<file path="src/rtl/bcc_pkg.sv">
package bcc_pkg;

	localparam int IDX_W      = 5;
	localparam int CNT_W      = 8;
	localparam int PAR_W      = 16;
	localparam int CFG_IDX_W  = 2;
	localparam int CFG_DATA_W = 32;

	localparam logic [PAR_W-1:0] LONG_MIN_RST = 16'd400;
	localparam logic [PAR_W-1:0] GAP_MAX_RST  = 16'd500;
	localparam logic [PAR_W-1:0] TIMEOUT_RST  = 16'd500;

	typedef enum logic [CFG_IDX_W-1:0] {
		REG_ENABLED  = 2'd0,
		REG_LONG_MIN = 2'd1,
		REG_GAP_MAX  = 2'd2,
		REG_TIMEOUT  = 2'd3
	} cfg_reg_t;

	typedef enum logic {
		EVT_SEQUENCE = 1'b0,
		EVT_LONG     = 1'b1
	} evt_kind_t;

	typedef struct packed {
		logic [PAR_W-1:0] long_min;
		logic [PAR_W-1:0] gap_max;
		logic [PAR_W-1:0] timeout;
	} timing_cfg_t;

	// events one lane raises in one pass: timeout report first, then long press
	typedef struct packed {
		logic             tmo;
		logic             lng;
		logic [CNT_W-1:0] tmo_cnt;
		logic [CNT_W-1:0] lng_cnt;
	} lane_evt_t;

endpackage

</file>
<file path="src/rtl/bcc_lane.sv">
module bcc_lane import bcc_pkg::*; #(
	parameter int TIME_WIDTH = 32
) (
	input  logic                  clk,
	input  logic                  arst_n,
	input  logic                  load,
	input  logic                  enabled,
	input  logic                  lock,
	input  logic                  pin,
	input  logic [TIME_WIDTH-1:0] now,
	input  timing_cfg_t           tcfg,
	output lane_evt_t             evt
);

	logic                  level_q, level_n;
	logic [TIME_WIDTH-1:0] press_q, press_n;
	logic [TIME_WIDTH-1:0] lsr_q, lsr_n;
	logic [TIME_WIDTH-1:0] dl_q, dl_n;
	logic [CNT_W-1:0]      clicks_q, clicks_n;

	logic                  tmo;
	logic [CNT_W-1:0]      clicks1;
	logic [TIME_WIDTH-1:0] press1;
	logic [TIME_WIDTH-1:0] dl1;
	logic [TIME_WIDTH-1:0] held;
	logic [TIME_WIDTH-1:0] lsr_eff;
	logic [TIME_WIDTH-1:0] gap;

	// deadline compare ignores wrap; zero means nothing pending
	assign tmo     = (dl_q != '0) && (now > dl_q);
	assign clicks1 = tmo ? '0 : clicks_q;
	assign press1  = tmo ? '0 : press_q;
	assign dl1     = tmo ? '0 : dl_q;
	assign held    = now - press1;
	assign lsr_eff = (clicks1 == '0) ? now : lsr_q;
	assign gap     = now - lsr_eff;

	always_comb begin
		level_n  = level_q;
		press_n  = press_q;
		lsr_n    = lsr_q;
		dl_n     = dl_q;
		clicks_n = clicks_q;
		evt      = '0;
		if (enabled) begin
			if (lock) begin
				dl_n     = '0;
				press_n  = '0;
				clicks_n = '0;
				level_n  = 1'b1;
			end else begin
				evt.tmo     = tmo;
				evt.tmo_cnt = clicks_q;
				dl_n        = dl1;
				press_n     = press1;
				clicks_n    = clicks1;
				if (pin != level_q) begin
					level_n = pin;
					if (!pin) begin
						dl_n    = '0;
						press_n = now;
					end else if (held < TIME_WIDTH'(tcfg.long_min)) begin
						dl_n     = now + TIME_WIDTH'(tcfg.timeout);
						clicks_n = (gap > TIME_WIDTH'(tcfg.gap_max)) ? CNT_W'(1)
							: clicks1 + CNT_W'(1);
						lsr_n    = now;
					end else begin
						evt.lng     = 1'b1;
						evt.lng_cnt = clicks1;
						dl_n        = '0;
						press_n     = '0;
						clicks_n    = '0;
					end
				end
			end
		end
	end

	always_ff @(posedge clk or negedge arst_n) begin
		if (!arst_n) begin
			level_q  <= 1'b1;
			press_q  <= '0;
			lsr_q    <= '0;
			dl_q     <= '0;
			clicks_q <= '0;
		end else if (load) begin
			level_q  <= level_n;
			press_q  <= press_n;
			lsr_q    <= lsr_n;
			dl_q     <= dl_n;
			clicks_q <= clicks_n;
		end
	end

endmodule

</file>
<file path="config.mk">
export PLATFORM = sky130hd
export DESIGN_NAME = bcc_lane
export DESIGN_NICKNAME = d
export VERILOG_FILES = /design/src/rtl/bcc_pkg.sv /design/src/rtl/bcc_lane.sv
export SDC_FILE = /design/constraint.sdc
export NUM_CORES = 1
export LEC_CHECK = 0
export ABC_AREA = 1
export BUFFER_PORTS_ARGS = -buffer_cell sky130_fd_sc_hd__buf_4
export CORE_ASPECT_RATIO = 1.75
export CORE_UTILIZATION = 39
export DETAILED_ROUTE_END_ITERATION = 6
export MAX_ROUTING_LAYER = met4
export PLACE_DENSITY = 0.66
export SYNTH_ARGS = -nofsm -noshare
export SYNTH_HDL_FRONTEND = slang
export SYNTH_SLANG_ARGS = --single-unit
</file>
<file path="constraint.sdc">
create_clock -name clk -period 6.15 [get_ports clk]
set_input_delay 1.23 -clock clk [delete_from_list [all_inputs] [get_ports clk]]
set_output_delay 1.23 -clock clk [all_outputs]
set_load 0.03 [all_outputs]
</file>
==> flow_metrics.py <==
metrics = {
    "routing": {
        "route.antenna.remaining_nets": 0,
        "post_detailed_route_drc_marker_count": 0,
        "wl_per_cell_um": 16.7,
        "drt_first_pass_iters": 6,
        "detail_route.iter0.violations": 645,
        "routed_wl_um": 47500,
        "post_drt_via_cell_ratio": 5.16,
        "detailroute.via_count": 14688,
    },
    "timing": {
        "hold_violations": 0,
        "fmax_ghz": 0.139,
        "setup_slack_ns": -1.05,
        "slew_headroom_pct": 33.9,
        "tightestPinTransition_ns": 0.991,
        "drv_slew": 0,
        "final_min_period_over_clock_period_pct": 117,
        "totalNegativeSetupSlack_ns": -65.66,
        "time_the_worst_path_needs_with_i_o_delays_and_setup_ns": 7.20,
        "setup_repair_after_global_routing_missed_its_margin": "true",
        "report.final.setup_viol": 80,
        "skew_ns": 0.00895,
    },
    "grt": {
        "grt_pass1_wl_um": 71000,
        "grt_start_max_net_pins": 70,
        "via_count_of_the_first_global_routing_pass": 14682,
        "globalRouteOverflowTotal": 0,
        "grt_util_all_layers_pct": 29.1,
        "grt.met2_usage_pct": 55.0,
        "grt_busiest_layer": "met2",
        "grt_use_met1_pct": 27.3,
        "grt.met3_usage_pct": 2.69,
        "antenna_violations_before_repair": 1,
    },
    "clocking": {
        "cts-root-to-sink-buffers": 2,
        "ctsRootBufferMaster": "sky130_fd_sc_hd__clkbuf_16",
        "cts.htree.levels": 3,
        "insertion_delay_ns": 0.38,
        "cts.sink_count": 105,
        "hold_buffers": 0,
        "cts_inserted_buffers": 9,
        "tritoncts": "done",
        "clock_transition_at_path_regs_ns": 0.08,
    },
    "setup_path": {
        "timing.critical_path.buf_inv": 7,
        "worst_path_largest_cell_delay_ns": 0.36,
        "worst_ep_arrival_time_ns": 5.97,
        "rr_worst_depth": 51,
        "critical_path_cell_count": 40,
        "critical_path_class": "input pin to primary output",
        "critical_path.top_delay_family": "simple AND/OR/NAND/NOR gates",
        "cp_max_fo": 5,
        "critPathLaunchType": "input pin",
        "required_ns": 4.92,
        "slowest_stage_cell_on_the_critical_path": "sky130_fd_sc_hd__fa_2",
        "setup.worst_path.end_class": "primary output",
        "critical-path-top-cell-by-count": "sky130_fd_sc_hd__nand2_1",
    },
    "layout": {
        "finalNetCount": 2675,
        "final_layout_size_suffix_gt1_share_pct": 28.5,
        "filler_cell_count": 3112,
        "area.growth.synth_to_final_pct": 43.2,
        "final_cell_count_no_fill": 2845,
    },
    "synthesis": {
        "netlist_top_cells_area": "sky130_fd_sc_hd__nand2_1 (22%), sky130_fd_sc_hd__dfrtp_1 (21%), sky130_fd_sc_hd__ha_1 (14%), sky130_fd_sc_hd__inv_1 (9.2%), sky130_fd_sc_hd__nor2_1 (4.3%)",
        "synth_cells": 2009,
        "postSynthNetCount": 2241,
        "synth_cell_types": 46,
        "synth_area_per_cell_um2": 6.21,
        "synth_top_area_cell": "sky130_fd_sc_hd__nand2_1",
        "yosysWarnings": 0,
        "yosysTopAreaCellShare_pct": 22.2,
        "postSynthRegisterBits": 105,
        "synth.cell_area_um2": 12500,
        "share_of_the_yosys_chip_area_belonging_to_registers_pct": 21.1,
    },
    "status": {
        "status": "complete, but fails checks",
        "failing_checks": "negative setup slack",
    },
    "worst_hold_path": {
        "hold_path_cell_cnt": 2,
        "worstHoldPathType": "flip-flop to flip-flop",
    },
    "place": {
        "post-place-cells": 2793,
        "routability_congestion": 1.05,
        "port-buffer-count": 103,
        "detailedPlacementHpwl_um": 37300,
    },
    "floorplanning": {
        "fp.coreArea_um2": 31500,
        "placementRows": 86,
        "die_area_um2": 32700,
        "io-pin-count": 104,
        "start_util_pct": 39.6,
        "floorplan.die.height_um": 239,
        "die_width_um": 137,
    },
    "power_and_ir_drop": {
        "total_power_w": 0.00287,
        "peakVddDrop_mv": 0.137,
        "power_per_unit_of_standard_cell_area_nw_per_um2": 161,
        "power_leakage_nw": 9.75,
    },
    "job": {
        "count_of_maximum_capacitance_violations": 0,
    },
}
[flip-flops by register name, summed over array words and instances (netlist names)]
| register | count |
|---|---|
| dl_q | 32 |
| lsr_q | 32 |
| press_q | 32 |
| clicks_q | 8 |
| level_q | 1 |
[cell families after synthesis]
logic type	Yosys count	share of synthesized area, %
AND/OR/NAND/NOR	1061	34.8
buffers and inverters	349	11.2
AO/OA/AOI/OAI	294	14.3
adder cells (fa/ha/maj)	146	14.8
flip-flops	105	21.1
XOR/XNOR	54	3.79
[final cells by class]
cell class	count	area (um^2)	area share (%)
multi-input combinational	1556	9420	52.8
timing repair buffer	457	3770	21.1
clock buffer	9	225	1.26
antenna	1	2.50	0.0140
clock inverter	7	110	0.617
inverter	314	1200	6.73
tap	396	495	2.77
sequential	105	2630	14.7
[per-stage QoR]
step	worst slack, ns	hold WS, ns	util [%]	area [um^2]
2_1_floorplan	-0.433	0.449	-	12900
3_3_place_gp	-1.37	0.458	52.2	16500
3_5_place_dp	-1.42	0.462	52.2	16500
4_1_cts	-0.949	0.481	54.5	17200
5_1_grt	-1.36	0.494	56.6	17900
6_report	-1.05	0.485	56.6	17900
[layout by cell type (no fill, tap or decap), types with 12 or more instances in the layout]
cell,instances
sky130_fd_sc_hd__nor2_1,117
sky130_fd_sc_hd__xor2_1,43
sky130_fd_sc_hd__ha_4,35
sky130_fd_sc_hd__buf_6,24
sky130_fd_sc_hd__ha_1,107
sky130_fd_sc_hd__nor3_1,22
sky130_fd_sc_hd__buf_4,415
sky130_fd_sc_hd__a21oi_2,12
sky130_fd_sc_hd__nand2_1,675
sky130_fd_sc_hd__o21ai_2,32
sky130_fd_sc_hd__dfrtp_1,104
sky130_fd_sc_hd__clkbuf_16,17
sky130_fd_sc_hd__nor2_2,13
sky130_fd_sc_hd__a21oi_1,93
sky130_fd_sc_hd__nand3_1,75
sky130_fd_sc_hd__inv_1,300
sky130_fd_sc_hd__o21ai_0,83
sky130_fd_sc_hd__nor2_4,18
sky130_fd_sc_hd__o22ai_1,17
sky130_fd_sc_hd__nand4_1,36
sky130_fd_sc_hd__nand2_2,62
[Yosys cell counts (all sizes together)]
cell type	n
nand2	746
inv	314
nor2	148
ha	143
o21ai	121
a21oi	106
dfrtp	104
nand3	84
xor2	43
nand4	36
o22ai	27
nor3	24
clkbuf	20
buf	15
o21bai	12
xnor2	11
nor4	9
nand3b	7
a21o	6
o21a	6
a31oi	5
a211oi	4
and2	4
fa	3
a21boi	2
o31ai	2
a22oi	1
and3	1
dfstp	1
nor3b	1
o211ai	1
o311ai	1
or2	1
[worst reg2reg max path: cells and delay by family, from the launching register on]
kind | cells | cell delay, ns
buffers and inverters | 20 | 2.14
AO/OA/AOI/OAI | 5 | 0.68
XOR/XNOR | 1 | 0.15
flip-flops | 1 | 0.40
AND/OR/NAND/NOR | 21 | 2.06
adder cells (fa/ha/maj) | 4 | 1.06
[layer usage]
| metal | up-vias | routed length [um] |
|---|---|---|
| li1 | 7302 | - |
| met2 | 400 | 26100 |
| met4 | 0 | 3440 |
| met5 | - | 0 |
| met3 | 177 | 1690 |
| met1 | 6809 | 16200 |
[timing repair]
item                                    CTS  global route
endpoints found under the setup margin   17            83
cloned                                    1            11
endpoints found under the hold margin     0             0
pin swaps                                22            80
setup buffers                            15             9
resized for setup                        62           111
[power breakdown]
part	total, W	internal (W)	switching (W)
clock	0.000676	0.000368	0.000309
combinational	0.00147	0.000664	0.000810
sequential	0.000724	0.000711	0.0000131
[path summary, 6_finish.rpt]
path | endpoint | slack (ns) | from
setup / recovery | evt[2] | -1.05 | now[9]
hold / removal | lsr_q[20] | 0.49 | lsr_q[20]
setup reg to reg | lsr_q[11] | -0.43 | dl_q[29]
hold reg to reg | lsr_q[20] | 0.49 | lsr_q[20]
max in group asynchronous | press_q[11] | 4.02 | arst_n
min in group asynchronous | press_q[28] | 0.98 | arst_n
Note: power is estimated with default switching activity, not from simulation.
